===== src/hw/rtl/ps2mpt_pkg.sv =====
`timescale 1ns / 1ps

package ps2mpt_pkg;

  // Fixed widths of the transaction fields.
  localparam int unsigned BYTE_W  = 8;
  localparam int unsigned POS_W   = 11;
  localparam int unsigned JUMP_W  = 7;
  localparam int unsigned CFG_W   = 11;
  localparam int unsigned CFG_IDX_W = 2;

  localparam int unsigned POS_BITS_DEFAULT = 11;

  // Register indexes of the configuration port.
  localparam logic [CFG_IDX_W-1:0] REG_MAX_X      = 2'd0;
  localparam logic [CFG_IDX_W-1:0] REG_MAX_Y      = 2'd1;
  localparam logic [CFG_IDX_W-1:0] REG_JUMP_LIMIT = 2'd2;

  // Reset values.
  localparam logic [POS_W-1:0]  MAX_X_RESET      = 11'd1279;
  localparam logic [POS_W-1:0]  MAX_Y_RESET      = 11'd719;
  localparam logic [JUMP_W-1:0] JUMP_LIMIT_RESET = 7'd50;
  localparam int unsigned       CURSOR_X_RESET   = 640;
  localparam int unsigned       CURSOR_Y_RESET   = 360;

  // Header byte bits.
  localparam int unsigned SYNC_BIT  = 3;
  localparam int unsigned LEFT_BIT  = 0;
  localparam int unsigned RIGHT_BIT = 1;

  typedef enum logic [1:0] {
    PH_HEADER = 2'd0,
    PH_DX     = 2'd1,
    PH_DY     = 2'd2
  } phase_t;

  typedef struct packed {
    logic [BYTE_W-1:0] rx_byte;
    logic              has_data;
    logic              from_aux;
  } in_t;

  typedef struct packed {
    logic [POS_W-1:0] pos_x;
    logic [POS_W-1:0] pos_y;
    logic             left_button;
    logic             right_button;
    logic             moved;
  } out_t;

  // Packet framing state.
  typedef struct packed {
    phase_t            phase;
    logic [BYTE_W-1:0] header;
    logic [BYTE_W-1:0] dx_byte;
  } pkt_ctl_t;

  typedef struct packed {
    logic [POS_W-1:0]  max_x;
    logic [POS_W-1:0]  max_y;
    logic [JUMP_W-1:0] jump_limit;
  } cfg_t;

endpackage


===== src/hw/rtl/ps2mpt_step.sv =====
`timescale 1ns / 1ps

// Per-byte framing and cursor update, purely combinational.
module ps2mpt_step import ps2mpt_pkg::*; #(
  parameter int unsigned POS_BITS = POS_BITS_DEFAULT
) (
  input  in_t                 item,
  input  pkt_ctl_t            ctl,
  input  logic [POS_BITS-1:0] cur_x,
  input  logic [POS_BITS-1:0] cur_y,
  input  cfg_t                cfg,
  output pkt_ctl_t            ctl_nxt,
  output logic [POS_BITS-1:0] cur_x_nxt,
  output logic [POS_BITS-1:0] cur_y_nxt,
  output logic                res_valid,
  output out_t                res
);

  localparam int unsigned CalcW = ((POS_BITS > POS_W) ? POS_BITS : POS_W) + 2;
  localparam logic [CalcW-1:0] PosMaxW = CalcW'((1 << POS_BITS) - 1);

  logic                    take_byte;
  logic signed [8:0]       dx_s;
  logic signed [8:0]       dy_s;
  logic [8:0]              mag_x;
  logic [8:0]              mag_y;
  logic                    move_ok;
  logic [CalcW-1:0]        lim_x;
  logic [CalcW-1:0]        lim_y;
  logic signed [CalcW-1:0] sum_x;
  logic signed [CalcW-1:0] sum_y;
  logic [POS_BITS-1:0]     clamp_x;
  logic [POS_BITS-1:0]     clamp_y;

  assign take_byte = item.has_data && item.from_aux;

  // Next framing phase, captured bytes and the packet result.
  always_comb begin
    ctl_nxt   = ctl;
    res_valid = 1'b0;
    if (take_byte) begin
      case (ctl.phase)
        PH_DX: begin
          ctl_nxt.phase   = PH_DY;
          ctl_nxt.dx_byte = item.rx_byte;
        end
        PH_DY: begin
          ctl_nxt.phase = PH_HEADER;
          res_valid     = 1'b1;
        end
        default: begin
          if (item.rx_byte[SYNC_BIT]) begin
            ctl_nxt.phase  = PH_DX;
            ctl_nxt.header = item.rx_byte;
          end else begin
            ctl_nxt.phase = PH_HEADER;
          end
        end
      endcase
    end
  end

  always_comb begin
    dx_s  = signed'({ctl.dx_byte[BYTE_W-1], ctl.dx_byte});
    dy_s  = signed'({item.rx_byte[BYTE_W-1], item.rx_byte});
    mag_x = dx_s[8] ? (9'd0 - dx_s) : dx_s;
    mag_y = dy_s[8] ? (9'd0 - dy_s) : dy_s;
    move_ok = (mag_x <= {2'b00, cfg.jump_limit}) && (mag_y <= {2'b00, cfg.jump_limit});

    // Limits above the position range saturate at the largest position.
    lim_x = (CalcW'(cfg.max_x) < PosMaxW) ? CalcW'(cfg.max_x) : PosMaxW;
    lim_y = (CalcW'(cfg.max_y) < PosMaxW) ? CalcW'(cfg.max_y) : PosMaxW;

    // Horizontal motion is mirrored: x moves against dx.
    sum_x = signed'(CalcW'(cur_x)) - CalcW'(dx_s);
    sum_y = signed'(CalcW'(cur_y)) + CalcW'(dy_s);

    if (sum_x < 0) begin
      clamp_x = '0;
    end else if (sum_x > signed'(lim_x)) begin
      clamp_x = POS_BITS'(lim_x);
    end else begin
      clamp_x = POS_BITS'(sum_x);
    end

    if (sum_y < 0) begin
      clamp_y = '0;
    end else if (sum_y > signed'(lim_y)) begin
      clamp_y = POS_BITS'(lim_y);
    end else begin
      clamp_y = POS_BITS'(sum_y);
    end

    cur_x_nxt = cur_x;
    cur_y_nxt = cur_y;
    if (res_valid && move_ok) begin
      cur_x_nxt = clamp_x;
      cur_y_nxt = clamp_y;
    end

    res.pos_x        = POS_W'(cur_x_nxt);
    res.pos_y        = POS_W'(cur_y_nxt);
    res.left_button  = ctl.header[LEFT_BIT];
    res.right_button = ctl.header[RIGHT_BIT];
    res.moved        = move_ok;
  end

endmodule


===== src/hw/rtl/ps2mpt_unit_dummy_guard.sv =====
`timescale 1ns / 1ps

// Output holding register: keeps a finished result until the consumer takes it.
module ps2mpt_out_reg import ps2mpt_pkg::*; (
  input  logic clk,
  input  logic rst_n,
  input  logic load,
  input  out_t load_data,
  input  logic out_ready,
  output logic out_valid,
  output out_t out_data
);

  logic out_valid_r;
  logic out_valid_nxt;
  out_t out_data_r;

  always_comb begin
    out_valid_nxt = out_valid_r;
    if (load) begin
      out_valid_nxt = 1'b1;
    end else if (out_ready) begin
      out_valid_nxt = 1'b0;
    end
  end

  always_ff @(posedge clk) begin
    if (!rst_n) begin
      out_valid_r <= 1'b0;
    end else begin
      out_valid_r <= out_valid_nxt;
    end
  end

  always_ff @(posedge clk) begin
    if (load) begin
      out_data_r <= load_data;
    end
  end

  assign out_valid = out_valid_r;
  assign out_data  = out_data_r;

endmodule


===== src/hw/rtl/ps2_mouse_packet_tracker_unit.sv =====
`timescale 1ns / 1ps

// PS/2 mouse packet tracker. Each input transaction carries one byte read from
// the keyboard controller together with its output-full and auxiliary status
// bits; bytes that have no data or that did not come from the mouse are dropped
// without a result. Mouse bytes are framed into three-byte packets, hunting for
// a header byte with bit 3 set, and the third byte of a packet produces one
// result transaction with the cursor position, the left and right buttons from
// the header and a moved flag. A packet whose x or y delta exceeds jump_limit
// in magnitude leaves the cursor where it was and reports moved low; otherwise
// x moves by minus dx and y by plus dy, each clamped to 0 .. max_x or max_y.
// The cursor comes out of reset at (640, 360), truncated to POS_BITS bits.
// The block takes one input transaction per clock cycle while in_ready is
// high. A packet's last byte is held in the input register, where the framing
// and clamp logic runs, and its result then goes into the output register,
// which raises out_valid until the result is taken on out_ready. The input
// register only holds when it carries a packet result and the output register
// is still full, so in_ready drops only while a result waits on out_ready.
// Configuration writes take effect on the next cycle and are meant to be made
// while no transaction is in flight.
module ps2_mouse_packet_tracker_unit import ps2mpt_pkg::*; #(
  parameter int unsigned POS_BITS = POS_BITS_DEFAULT
) (
  input  logic                 clk,
  input  logic                 rst_n,
  input  logic                 in_valid,
  output logic                 in_ready,
  input  in_t                  in_data,
  output logic                 out_valid,
  input  logic                 out_ready,
  output out_t                 out_data,
  input  logic                 cfg_we,
  input  logic [CFG_IDX_W-1:0] cfg_idx,
  input  logic [CFG_W-1:0]     cfg_wdata
);

  // Configuration registers.
  cfg_t cfg_r;
  cfg_t cfg_nxt;

  // Input register.
  logic s1_valid_r;
  logic s1_valid_nxt;
  in_t  s1_item_r;

  // Packet framing and cursor state.
  pkt_ctl_t            ctl_r;
  pkt_ctl_t            ctl_nxt;
  logic [POS_BITS-1:0] cur_x_r;
  logic [POS_BITS-1:0] cur_x_nxt;
  logic [POS_BITS-1:0] cur_y_r;
  logic [POS_BITS-1:0] cur_y_nxt;

  logic res_valid;
  out_t res;
  logic s1_advance;
  logic in_fire;

  always_comb begin
    cfg_nxt = cfg_r;
    if (cfg_we) begin
      case (cfg_idx)
        REG_MAX_X:      cfg_nxt.max_x      = cfg_wdata[POS_W-1:0];
        REG_MAX_Y:      cfg_nxt.max_y      = cfg_wdata[POS_W-1:0];
        REG_JUMP_LIMIT: cfg_nxt.jump_limit = cfg_wdata[JUMP_W-1:0];
        default:        cfg_nxt = cfg_r;
      endcase
    end
  end

  always_ff @(posedge clk) begin
    if (!rst_n) begin
      cfg_r.max_x      <= MAX_X_RESET;
      cfg_r.max_y      <= MAX_Y_RESET;
      cfg_r.jump_limit <= JUMP_LIMIT_RESET;
    end else begin
      cfg_r <= cfg_nxt;
    end
  end

  ps2mpt_step #(
    .POS_BITS (POS_BITS)
  ) u_step (
    .item      (s1_item_r),
    .ctl       (ctl_r),
    .cur_x     (cur_x_r),
    .cur_y     (cur_y_r),
    .cfg       (cfg_r),
    .ctl_nxt   (ctl_nxt),
    .cur_x_nxt (cur_x_nxt),
    .cur_y_nxt (cur_y_nxt),
    .res_valid (res_valid),
    .res       (res)
  );

  // The held byte retires unless it carries a result that has nowhere to go.
  assign s1_advance = s1_valid_r && (!res_valid || !out_valid || out_ready);
  assign in_ready   = !s1_valid_r || s1_advance;
  assign in_fire    = in_valid && in_ready;

  always_comb begin
    s1_valid_nxt = s1_valid_r;
    if (in_fire) begin
      s1_valid_nxt = 1'b1;
    end else if (s1_advance) begin
      s1_valid_nxt = 1'b0;
    end
  end

  always_ff @(posedge clk) begin
    if (!rst_n) begin
      s1_valid_r <= 1'b0;
    end else begin
      s1_valid_r <= s1_valid_nxt;
    end
  end

  always_ff @(posedge clk) begin
    if (in_fire) begin
      s1_item_r <= in_data;
    end
  end

  always_ff @(posedge clk) begin
    if (!rst_n) begin
      ctl_r.phase   <= PH_HEADER;
      ctl_r.header  <= '0;
      ctl_r.dx_byte <= '0;
      cur_x_r       <= POS_BITS'(CURSOR_X_RESET);
      cur_y_r       <= POS_BITS'(CURSOR_Y_RESET);
    end else if (s1_advance) begin
      ctl_r   <= ctl_nxt;
      cur_x_r <= cur_x_nxt;
      cur_y_r <= cur_y_nxt;
    end
  end

  ps2mpt_out_reg u_out_reg (
    .clk       (clk),
    .rst_n     (rst_n),
    .load      (s1_advance && res_valid),
    .load_data (res),
    .out_ready (out_ready),
    .out_valid (out_valid),
    .out_data  (out_data)
  );

endmodule


===== config.mk =====
export PLATFORM = sky130hd
export DESIGN_NAME = ps2_mouse_packet_tracker_unit
export DESIGN_NICKNAME = d
export VERILOG_FILES = /design/src/hw/rtl/ps2mpt_pkg.sv /design/src/hw/rtl/ps2mpt_step.sv /design/src/hw/rtl/ps2mpt_unit_dummy_guard.sv /design/src/hw/rtl/ps2_mouse_packet_tracker_unit.sv
export SDC_FILE = /design/constraint.sdc
export NUM_CORES = 1
export LEC_CHECK = 0
export ABC_CLOCK_PERIOD_IN_PS = 10050
export BUFFER_PORTS_ARGS = -buffer_cell sky130_fd_sc_hd__buf_4
export CORE_MARGIN = 5
export CORE_UTILIZATION = 65
export CTS_BUF_LIST = sky130_fd_sc_hd__clkbuf_8
export CTS_CLUSTER_DIAMETER = 60
export DETAILED_ROUTE_END_ITERATION = 6
export HOLD_SLACK_MARGIN = 0.06
export PLACE_DENSITY = 0.85
export RECOVER_POWER = 25
export SLEW_MARGIN = 20
export SYNTH_ARGS = -nofsm -noshare
export SYNTH_HDL_FRONTEND = slang
export SYNTH_HIERARCHICAL = 1
export SYNTH_SLANG_ARGS = --single-unit

===== constraint.sdc =====
create_clock -name clk -period 10.05 [get_ports clk]
set_input_delay 1.005 -clock clk [delete_from_list [all_inputs] [get_ports clk]]
set_output_delay 1.005 -clock clk [all_outputs]
set_load 0.02 [all_outputs]

* After elaboration in Yosys (flattened, before gate mapping)
Cells that the tools add are included.
** Cells by class
- Add/subtract/negate cells :: 4
- Magnitude comparators :: 8
- Eq/ne operators :: 4
- Mux-type cells :: 18
- Bitwise operators :: 1
- Reductions and logical operators :: 22
** Operators by type and width (number)
- 2-to-1 mux 11 bit :: 8
- > comparator 13 x 12 -> 1 bit :: 2
- < comparator 13 x 1 -> 1 bit (second input constant) :: 2
- < comparator 11 bit (second input constant) :: 2
- <= comparator 9 x 7 -> 1 bit :: 2
- 2-to-1 mux 9 bit :: 2
- subtractor 1 x 8 -> 9 bit (first input constant) :: 2
- adder 12 x 8 -> 13 bit :: 1
- subtractor 12 x 8 -> 13 bit :: 1
- AND reduction 2 bit :: 4
- 2-to-1 mux 1 bit :: 7
- logical AND 1 bit :: 6
- == test 2 x 1 -> 1 bit (second input constant) :: 2
- == test 2 bit (second input constant) :: 2
- one-hot mux 2 bit (2 select lines) :: 1
- AND reduction 4 bit :: 1
- nonzero test 2 bit :: 2
- zero test 1 bit :: 3
- logical OR 1 bit :: 3
- AND reduction 3 bit :: 1
- zero test 2 bit :: 1
- OR reduction 2 bit :: 1
- inverter 1 bit :: 1
** Storage, ports and cells
- Register bits :: 100
- Input bits :: 28
- Output and inout port bits :: 27
- Word-level logic and storage cells :: 75

* Depth between registers and ports, before layout
Gate-level depths: netlist of run 1.
- Word-level depth :: 10
- Depth in mapped cells :: 21
- Gate-level depth less buffers :: 20

* By module
The synthesis of run 1 kept the hierarchy.
** Modules (own cells, without submodules)
- ps2mpt_step :: instances 1, cells an instance 456, area each 3211.8 um^2, seq. area each 0.0 um^2
- ps2_mouse_packet_tracker_unit :: instances 1, cells an instance 314, area each 3055.4 um^2, seq. area each 1701.6 um^2
- ps2mpt_out_reg :: instances 1, cells an instance 28, area each 792.0 um^2, seq. area each 770.7 um^2

* Worst setup path after synthesis of run 1
Ideal clock, no wire load.
- Path type :: flip-flop to flip-flop
- From :: register ctl_r[7] (netlist bit)
- To :: register u_out_reg.out_data_r, in the netlist u_out_reg/out_data[22], data pin
- Library setup time :: 0.251 ns
- Arrival time :: 3.554 ns
- Data required time :: 9.799 ns
- Path slack :: 6.245 ns
- Stages on the path, launching flop included :: 16
- Path buffers :: 3
- Path through :: dfxtp_1 -> clkbuf_1 -> inv_1 -> ha_1 -> or2_2 -> a21oi_1 -> a21oi_1 -> a21oi_1 -> xor2_1 -> ha_1 -> a2111oi_0 -> o22a_1 -> o21ai_4 -> buf_12 -> a221o_1 -> buf_4
** On the way
- Cells in the longest elaborated chain, start to end :: 6
- Elaborated cells between the ends (all ways) :: 11
- Those cells by class :: add/sub: 2; order compare: 3; mux: 4; reduce/logical: 2
** RTL lines
- from (decl) :: RTL line ps2_mouse_packet_tracker_unit.sv:47 : pkt_ctl_t ctl_r;
- from (signal assigned) :: RTL line ps2_mouse_packet_tracker_unit.sv:132 : ctl_r <= ctl_nxt;
- parallel branches: the longest is 5 deep, another holds subtractor 12 x 8 -> 13 bit
- 2-to-1 mux 11 bit * :: RTL line ps2mpt_step.sv:96 : if (res_valid && move_ok) begin
- net cur_x_nxt[8] :: RTL line ps2_mouse_packet_tracker_unit.sv:50 : logic [POS_BITS-1:0] cur_x_nxt;
- to (signal assigned) :: RTL line ps2mpt_unit_dummy_guard.sv:37 : out_data_r <= load_data;
- to (decl) :: RTL line ps2mpt_unit_dummy_guard.sv:16 : out_t out_data_r;
Mark *: on every way through the listed nets, which the timed path passes.
A chain may end at the register's enable or synchronous reset.

* Final worst setup path of run 1
- From :: register s1_item_r[4] (netlist bit)
- To :: register cur_y_r[7]
** On the way
- Cells in the longest elaborated chain, start to end :: 6
- Elaborated cells between the ends (all ways) :: 11
- Those cells by class :: add/sub: 2; order compare: 3; mux: 4; reduce/logical: 2
** RTL lines
- from (decl) :: RTL line ps2_mouse_packet_tracker_unit.sv:44 : in_t s1_item_r;
- from (signal assigned) :: RTL line ps2_mouse_packet_tracker_unit.sv:120 : s1_item_r <= in_data;
- parallel branches: the longest is 5 deep, another holds adder 12 x 8 -> 13 bit
- 2-to-1 mux 11 bit * :: RTL line ps2mpt_step.sv:96
- net cur_y_nxt[7] :: RTL line ps2_mouse_packet_tracker_unit.sv:52 : logic [POS_BITS-1:0] cur_y_nxt;
- to (signal assigned) :: RTL line ps2_mouse_packet_tracker_unit.sv:130 : cur_y_r <= POS_BITS'(CURSOR_Y_RESET);
- to (signal assigned) :: RTL line ps2_mouse_packet_tracker_unit.sv:134 : cur_y_r <= cur_y_nxt;
- to (decl) :: RTL line ps2_mouse_packet_tracker_unit.sv:51 : logic [POS_BITS-1:0] cur_y_r;
Marks and branches as above.

==> impl_metrics.tcl, run 1 <==
set metrics [dict create \
    outcome "finished with violations" \
    violations "capacitance limit, slew limit" \
    coreArea_um2 10200 \
    cts_buffer_depth 2 \
    fmax_mhz 217 \
    std_cell_rows 37 \
    p_leak_nw 3.08 \
    vdd_drop_max_mv 0.101 \
    critical_path_class "reg -> reg" \
    cp_max_fo 11 \
    grt_max_degree 100 \
    synth_nets 859 \
    io_pins 55 \
    fp.dieH_um 112 \
    drt_first_iter_violations 480 \
    arrival_ns 4.92 \
    grt_pass1_wl_um 26800 \
    hold-path-endpoint "ctl_r[2]" \
    final_util 0.701 \
    dieArea_um2 12600 \
    fin_crit_ns 4.61 \
    postPlaceCellArea_um2 6980 \
    cts.sinks 100 \
    rr_startpoint "s1_item_r[4]" \
    synth_cells 767 \
    path_clk_slew_ns 0.10 \
    grt.overflow.total 0 \
    fin_crit_sh 0.459 \
    drc 0 \
    finalMaxSlewViolations 100 \
    worst-slew-pin-transition_ns 3.84 \
    nNetsFinal 868 \
    endpoint_kind "flop" \
    port_buffers 54 \
    num_vias 5522 \
    initial_utilization 0.662 \
    skew_ns 0.00937 \
    cts_tree "yes" \
    routabilityCongestion 0.972 \
    grt_usage 0.263 \
    grt_pass1_vias 5524 \
    hold_path.class "reg -> reg" \
    cts_hold_buffers 0 \
    finalInstanceArea_um2 7170 \
    nFillCells 794 \
    multi_input_area_um2 3820 \
    routed_wirelength_um 16300 \
    firstDrtPassIters 5 \
    seqCellArea_um2 2350 \
    drive_gt1_frac 0.117 \
    die_w_um 112 \
    cts_root_buf "clkbuf_8" \
    maxCapViolCount 1 \
    required_ns 10.36 \
    netlist_area_um2 6770 \
    ctsResizeCount 0 \
    setup_viol 0 \
    vias_per_cell 6.02 \
    dp.final_hpwl_um 11900 \
    antenna_found_initial 0 \
    slew_headroom -1.56 \
    power.density_nw_per_um2 117 \
    syn_avg_cell_area_um2 8.83 \
    htree_levels 3 \
    antenna_cells 0 \
    hold_depth 2 \
    hold_viol 0 \
    ys_warn_count 6 \
    setup_tns_ns 0 \
    cts_buffers 9 \
    rsz0062_at_grt "no" \
    min_from "ctl_r[2]" \
    area_growth_pct 5.86 \
    reg2reg_depth 17 \
    wl_per_cell_um 17.7 \
    crit_path_start_kind "flop" \
    clock_latency_ns 0.39 \
    post_cts_buffers 0 \
    r2r_end "cur_y_r[7]" \
    r2r_slack_ns 5.44 \
    drtAntennaViolNets 0 \
]
-- metrics by stage --
step	hold slack [ns]	power [W]	setup WS (ns)	cells
after floorplan	0.434	0.000547	6.25	767
after global placement	0.457	0.000570	5.76	901
after detailed placement	0.470	0.000576	5.69	901
after CTS	0.487	0.000839	5.62	917
after global routing	0.495	0.000875	5.13	917
final	0.485	0.000838	5.44	917
-- critical path, stage by stage, from the launching register on --
cell and delay, ns:
edfxtp_1 0.48, ha_1 0.31, a211oi_1 0.27, o21bai_1 0.14, a31o_2 0.28, a21oi_1 0.19
xnor2_1 0.11, ha_1 0.32, nand3_1 0.11, a31oi_1 0.20, a2111oi_0 0.14, a2111oi_0 0.44
nor2_1 0.11, o21ai_2 0.66, mux2i_1 0.17, o21ai_0 0.27, nand2_1 0.08, mux2i_1 0.26
-- cell usage in the layout (no fill, tap or decap), types with 7 or more instances in the layout --
cell type,instances
clkbuf_8,9
edfxtp_1,35
nor2_1,19
clkbuf_4,10
dfxtp_1,65
o21ai_1,13
o21ai_0,33
inv_1,54
buf_4,46
nand2_1,155
a21oi_1,18
nor2b_1,21
mux2i_1,62
a21boi_0,9
xnor2_1,24
and3_1,7
nor3_1,11
o21a_1,9
ha_1,62
nand3_1,31
-- where the power goes --
| group | internal (W) | switching, W | total (W) |
|---|---|---|---|
| clock | 0.000117 | 0.000149 | 0.000266 |
| combinational | 0.0000579 | 0.0000771 | 0.000135 |
| sequential | 0.000426 | 0.0000110 | 0.000437 |
| total | 0.000601 | 0.000237 | 0.000838 |
-- metal layers --
metal,vias to the layer above,GRT usage,share of wire
met1,2628,0.342,0.43
met5,-,0,0
met3,46,0.0426,0.065
met4,0,0.119,0.037
met2,214,0.432,0.47
li1,2634,-,-
-- worst max-delay path by stage --
| stage | from | endpoint | slack (ns) | cells after the start |
|---|---|---|---|---|
| 3_5_place_dp | s1_item_r[4] | cur_y_r[6] | 5.69 | 17 |
| 3_3_place_gp | s1_item_r[4] | cur_y_r[6] | 5.76 | 17 |
| 4_1_cts | s1_item_r[4] | cur_y_r[6] | 5.62 | 17 |
| 5_1_grt | s1_item_r[4] | cur_y_r[10] | 5.13 | 17 |
| 6_report | s1_item_r[4] | cur_y_r[7] | 5.44 | 17 |
| 2_1_floorplan | ctl_r[7] | u_out_reg/out_data[22] | 6.25 | 15 |
-- final cells by class --
| type | instances | share of cell area |
|---|---|---|
| Multi-Input combinational cell | 554 | 0.533 |
| Timing Repair Buffer | 57 | 0.0592 |
| Clock inverter | 7 | 0.0105 |
| Inverter | 54 | 0.0283 |
| Sequential cell | 100 | 0.328 |
| Tap cell | 136 | 0.0237 |
| Clock buffer | 9 | 0.0173 |
-- flip-flops by register name, indices dropped and copies added (netlist names) --
signal and flops:
cfg_r 29, u_out_reg/out_data 25, ctl_r 12, cur_x_r 11, cur_y_r 11, s1_item_r 10, s1_valid_r 1, u_out_reg/out_valid 1
Note: power is estimated with default switching activity, not from simulation.
==> inputs of run 2 (changes only) <==
- ABC_CLOCK_PERIOD_IN_PS: 10050 -> 4400
- CORE_UTILIZATION: 65 -> 63
- PLACE_DENSITY: 0.85 -> 0.83
- clock period: 10.05 -> 4.4 ns (I/O delays scaled with it)
==> impl_metrics.tcl, run 2 (synthesized netlist as in run 1, its figures left out) <==
set metrics [dict create \
    cts_buffers 9 \
    largest_register_ffs 29 \
    grt_usage 0.262 \
    skew_ns 0.0142 \
    power.total_w 0.00200 \
    path_clk_slew_ns 0.10 \
    clock_latency_ns 0.40 \
    fp.dieH_um 114 \
    nNetsFinal 878 \
    endpoint_kind "flop" \
    cpPeakStageDelay_ns 0.42 \
    initial_utilization 0.650 \
    power.density_nw_per_um2 275 \
    dp.final_hpwl_um 12000 \
    routed_wirelength_um 16300 \
    drc 0 \
    setup_tns_ns 0 \
    cts_root_buf "clkbuf_8" \
    cts_buffer_depth 2 \
    vias_per_cell 5.94 \
    slew_headroom 0.223 \
    crit_path_start_kind "flop" \
    cts.sinks 100 \
    firstDrtPassIters 6 \
    dieArea_um2 12900 \
    htree_levels 3 \
    drt_first_iter_violations 401 \
    grt.overflow.total 0 \
    drive_gt1_frac 0.131 \
    wl_per_cell_um 17.6 \
    port_buffers 54 \
    largest_register "cfg_r" \
    path_cells "ha_1 -> a211oi_1 -> o21bai_1 -> a31o_2 -> a21oi_1 -> xnor2_1 -> ha_1 -> nand3_1 -> a31oi_2 -> a2111oi_2 -> a2111oi_2 -> nor2_1 -> o21ai_2 -> buf_6 -> mux2i_1 -> o21ai_1 -> nor2b_1 -> mux2i_1" \
    required_ns 4.67 \
    num_vias 5511 \
    critical_path_class "reg -> reg" \
    grt_max_degree 100 \
    die_w_um 114 \
    grt_pass1_vias 5530 \
    hold_viol 0 \
    slowest_stage "edfxtp_1" \
    std_cell_rows 37 \
    p_leak_nw 3.14 \
    area_growth_pct 7.65 \
    arrival_ns 4.40 \
    rsz0062_at_grt "no" \
    antenna_found_initial 1 \
    fmax_mhz 242 \
    coreArea_um2 10400 \
    outcome "complete, no violations" \
    setup_viol 0 \
    finalMaxSlewViolations 0 \
    cts_hold_buffers 0 \
    io_pins 55 \
    fin_crit_sh 0.939 \
    cts_tree "yes" \
    antenna_cells 0 \
    hold_path.class "in -> reg" \
    fin_crit_ns 4.13 \
    maxCapViolCount 0 \
    cp_max_fo 7 \
    worst-slew-pin-transition_ns 1.16 \
    most-common-layout-cells "155 x nand2_1, 64 x dfxtp_1, 62 x mux2i_1, 62 x ha_1, 55 x buf_4" \
    grt_pass1_wl_um 26800 \
    routabilityCongestion 0.949 \
    vdd_drop_max_mv 0.294 \
    layout_commonest_cell "nand2_1" \
    drtAntennaViolNets 0 \
]
## run 2: worst paths after layout
path                                    from               endpoint  slack [ns]  cells past startpoint
worst max-delay path            s1_item_r[3]             cur_y_r[8]        0.27                     18
worst max register to register  s1_item_r[3]             cur_y_r[8]        0.27                     18
worst min register to register      ctl_r[9]  u_out_reg/out_data[1]        0.47                      0
worst min-delay path              in_data[9]           s1_item_r[9]        0.24                      1
## run 2: final cells by class
class / instances / area [µm²]
clock buffer: 9 / 124
clock inverter: 7 / 97.6
fill: 828 / 3120
inverter: 54 / 203
multi-input combinational: 554 / 3840
sequential: 100 / 2350
tap: 136 / 170
timing repair buffer: 67 / 503
## run 2: critical path: cells and delay by family (launching register included)
| family | cells | cell delay, ns |
|---|---|---|
| mux | 2 | 0.33 |
| simple gates | 3 | 0.44 |
| compound gates | 9 | 1.85 |
| fa+ha+maj | 2 | 0.68 |
| flops | 1 | 0.42 |
| buf+inv | 1 | 0.17 |
| xor+xnor | 1 | 0.11 |
## run 2: stage by stage
step           utilization  instance area [µm²]  cells  hold WS, ns  setup WS [ns]
4_1_cts              0.697                 7260    925        0.194          0.132
3_5_place_dp         0.675                 7030    908        0.445        -0.0638
6_report             0.700                 7290    927        0.241          0.269
5_1_grt              0.700                 7290    927        0.210        0.00123
2_1_floorplan            -                 6770    767        0.434          0.595
3_3_place_gp         0.675                 7030    908        0.442          0.110
## run 2: routing by layer
metal  vias up  wire [µm]  GRT usage
li1       2658          -          -
met1      2584       7000      0.342
met2       227       7500      0.421
met3        40       1480     0.0727
met4         2        345     0.0849
met5         -         13          0
## run 2: repair_timing
action,in CTS,in global routing
endpoints found under the setup margin,7,25
pin swaps,2,1
buffers inserted,1,2
gates resized for setup,1,7
## run 2: power by group
part	internal (W)	switching [W]	leakage, nW	total [W]
Clock	0.000323	0.000349	0.108	0.000672
Combinational	0.000148	0.000188	2.17	0.000336
Sequential	0.000973	0.0000226	0.867	0.000996
==> inputs of run 3 (changes only) <==
- CORE_UTILIZATION: 63 -> 32
- PLACE_DENSITY: 0.83 -> not set
- TNS_END_PERCENT: not set -> 5
==> impl_metrics.tcl, run 3 (synthesized netlist as in run 1, its figures left out) <==
set metrics [dict create \
    outcome "complete, no violations" \
    fin_crit_sh 0.953 \
    grt_pass1_wl_um 26300 \
    power.internal_w 0.00142 \
    drt_first_iter_violations 323 \
    power.total_w 0.00194 \
    coreArea_um2 21000 \
    drive_gt1_frac 0.125 \
    critical_path_class "reg -> reg" \
    grt.overflow.total 0 \
    drtAntennaViolNets 0 \
    io_pins 55 \
    area_growth_pct 9.68 \
    path_clk_slew_ns 0.10 \
    maxCapViolCount 0 \
    cts_buffers 9 \
    path_cells "inv_1 -> ha_1 -> nor2b_4 -> o31a_1 -> o31ai_4 -> a21oi_1 -> a21oi_1 -> xor2_1 -> ha_1 -> nand4_1 -> nor2_1 -> nand4_1 -> nor4_1 -> o22a_1 -> o21ai_4 -> mux2i_1 -> o21ai_1 -> nor2b_1 -> mux2i_1" \
    p_leak_nw 3.14 \
    grt_usage 0.136 \
    antenna_found_initial 0 \
    cts_buffer_depth 2 \
    fin_crit_ns 4.19 \
    slew_headroom 0.329 \
    initial_utilization 0.323 \
    skew_ns 0.0197 \
    vias_per_cell 4.87 \
    p_switching_w 0.000527 \
    cts_tree "yes" \
    cpPeakStageDelay_ns 0.43 \
    vdd_drop_max_mv 0.121 \
    arrival_ns 4.43 \
    nNetsFinal 876 \
    port_buffers 54 \
    cts_hold_buffers 0 \
    routabilityCongestion 0.865 \
    crit_path_start_kind "flop" \
    most-common-layout-cells "155 x nand2_1, 64 x dfxtp_1, 62 x mux2i_1, 62 x ha_1, 55 x inv_1" \
    worst-slew-pin-transition_ns 1.00 \
    finalMaxSlewViolations 0 \
    largest_register_ffs 29 \
    clock_latency_ns 0.38 \
    fmax_mhz 238 \
    power.density_nw_per_um2 262 \
    clockPowerShare 0.328 \
    rsz0062_at_grt "yes" \
    fp.dieH_um 155 \
    drc 0 \
    endpoint_kind "flop" \
    hold_path.class "in -> reg" \
    combPwrFrac 0.159 \
    num_vias 5182 \
    power_frac_seq 0.513 \
    cp_max_fo 12 \
    setup_viol 0 \
    required_ns 4.63 \
    std_cell_rows 53 \
    nFillCells 2204 \
    cts_root_buf "clkbuf_8" \
    firstDrtPassIters 4 \
    switching_share 0.271 \
    die_w_um 155 \
    antenna_cells 0 \
    dieArea_um2 24200 \
    whs_ns 0.255 \
    layout_commonest_cell "nand2_1" \
    slowest_stage "o21ai_4" \
    routed_wirelength_um 16200 \
    hold_viol 0 \
    htree_levels 3 \
    grt_pass1_vias 5040 \
    dp.final_hpwl_um 12300 \
    grt_max_degree 100 \
    cts.sinks 100 \
    wl_per_cell_um 15.2 \
    largest_register "cfg_r" \
]
-- run 3: cell type report --
cell class	instances	area, µm²	share of cell area
clock buffer	12	165	0.0222
clock inverter	4	47.5	0.00640
timing repair buffer	65	480	0.0647
tap	275	344	0.0463
multi-input combinational	554	3840	0.516
sequential	100	2350	0.317
inverter	54	203	0.0273
-- run 3: critical path: cells and delay by family (launching register included) --
kind | cells | cell delay, ns
flip-flops | 1 | 0.36
AO/OA/AOI/OAI | 7 | 1.65
XOR/XNOR | 1 | 0.28
buffers and inverters | 1 | 0.11
AND/OR/NAND/NOR | 6 | 0.57
adder cells (fa/ha/maj) | 2 | 0.68
multiplexers | 2 | 0.40
-- run 3: worst paths after layout --
path / start / endpoint / slack, ns / cells after the start
setup reg to reg: ctl_r[2] / cur_x_r[7] / 0.21 / 19
setup / recovery: ctl_r[2] / cur_x_r[7] / 0.21 / 19
hold reg to reg: cur_x_r[6] / cur_x_r[6] / 0.48 / 2
hold / removal: in_data[4] / s1_item_r[4] / 0.26 / 1
-- run 3: repair_timing --
action                                  4_1_cts  5_1_grt
endpoints found under the hold margin         0        0
endpoints found under the setup margin        0       36
gates resized for setup                       0        7
buffers inserted                              0        0
-- run 3: power groups by stage --
stage	Combinational, W	Clock, W	Sequential, W
after floorplan	0.000241	0	0.00101
after global placement	0.000300	0	0.00102
after detailed placement	0.000304	0	0.00102
after CTS	0.000306	0.000658	0.000997
after global routing	0.000342	0.000691	0.00100
final	0.000309	0.000637	0.000997
-- run 3: per-stage QoR --
step                      std cells  worst slack, ns  TNS [ns]   util  area [µm²]
final                          1064            0.206         0  0.355        7430
after global routing           1064          -0.0670    -0.148  0.355        7430
after CTS                      1064           0.0210         0  0.354        7420
after detailed placement       1048           0.0602         0  0.344        7210
after global placement         1048            0.166         0  0.344        7210
after floorplan                 767            0.595         0      -        6770
-- run 3: routing by layer --
metal	global-route usage	routed length (µm)	share of wire
met1	0.200	8450	0.52
met2	0.206	6890	0.42
met3	0.0217	662	0.041
met4	0.0383	207	0.013
met5	0	0	0
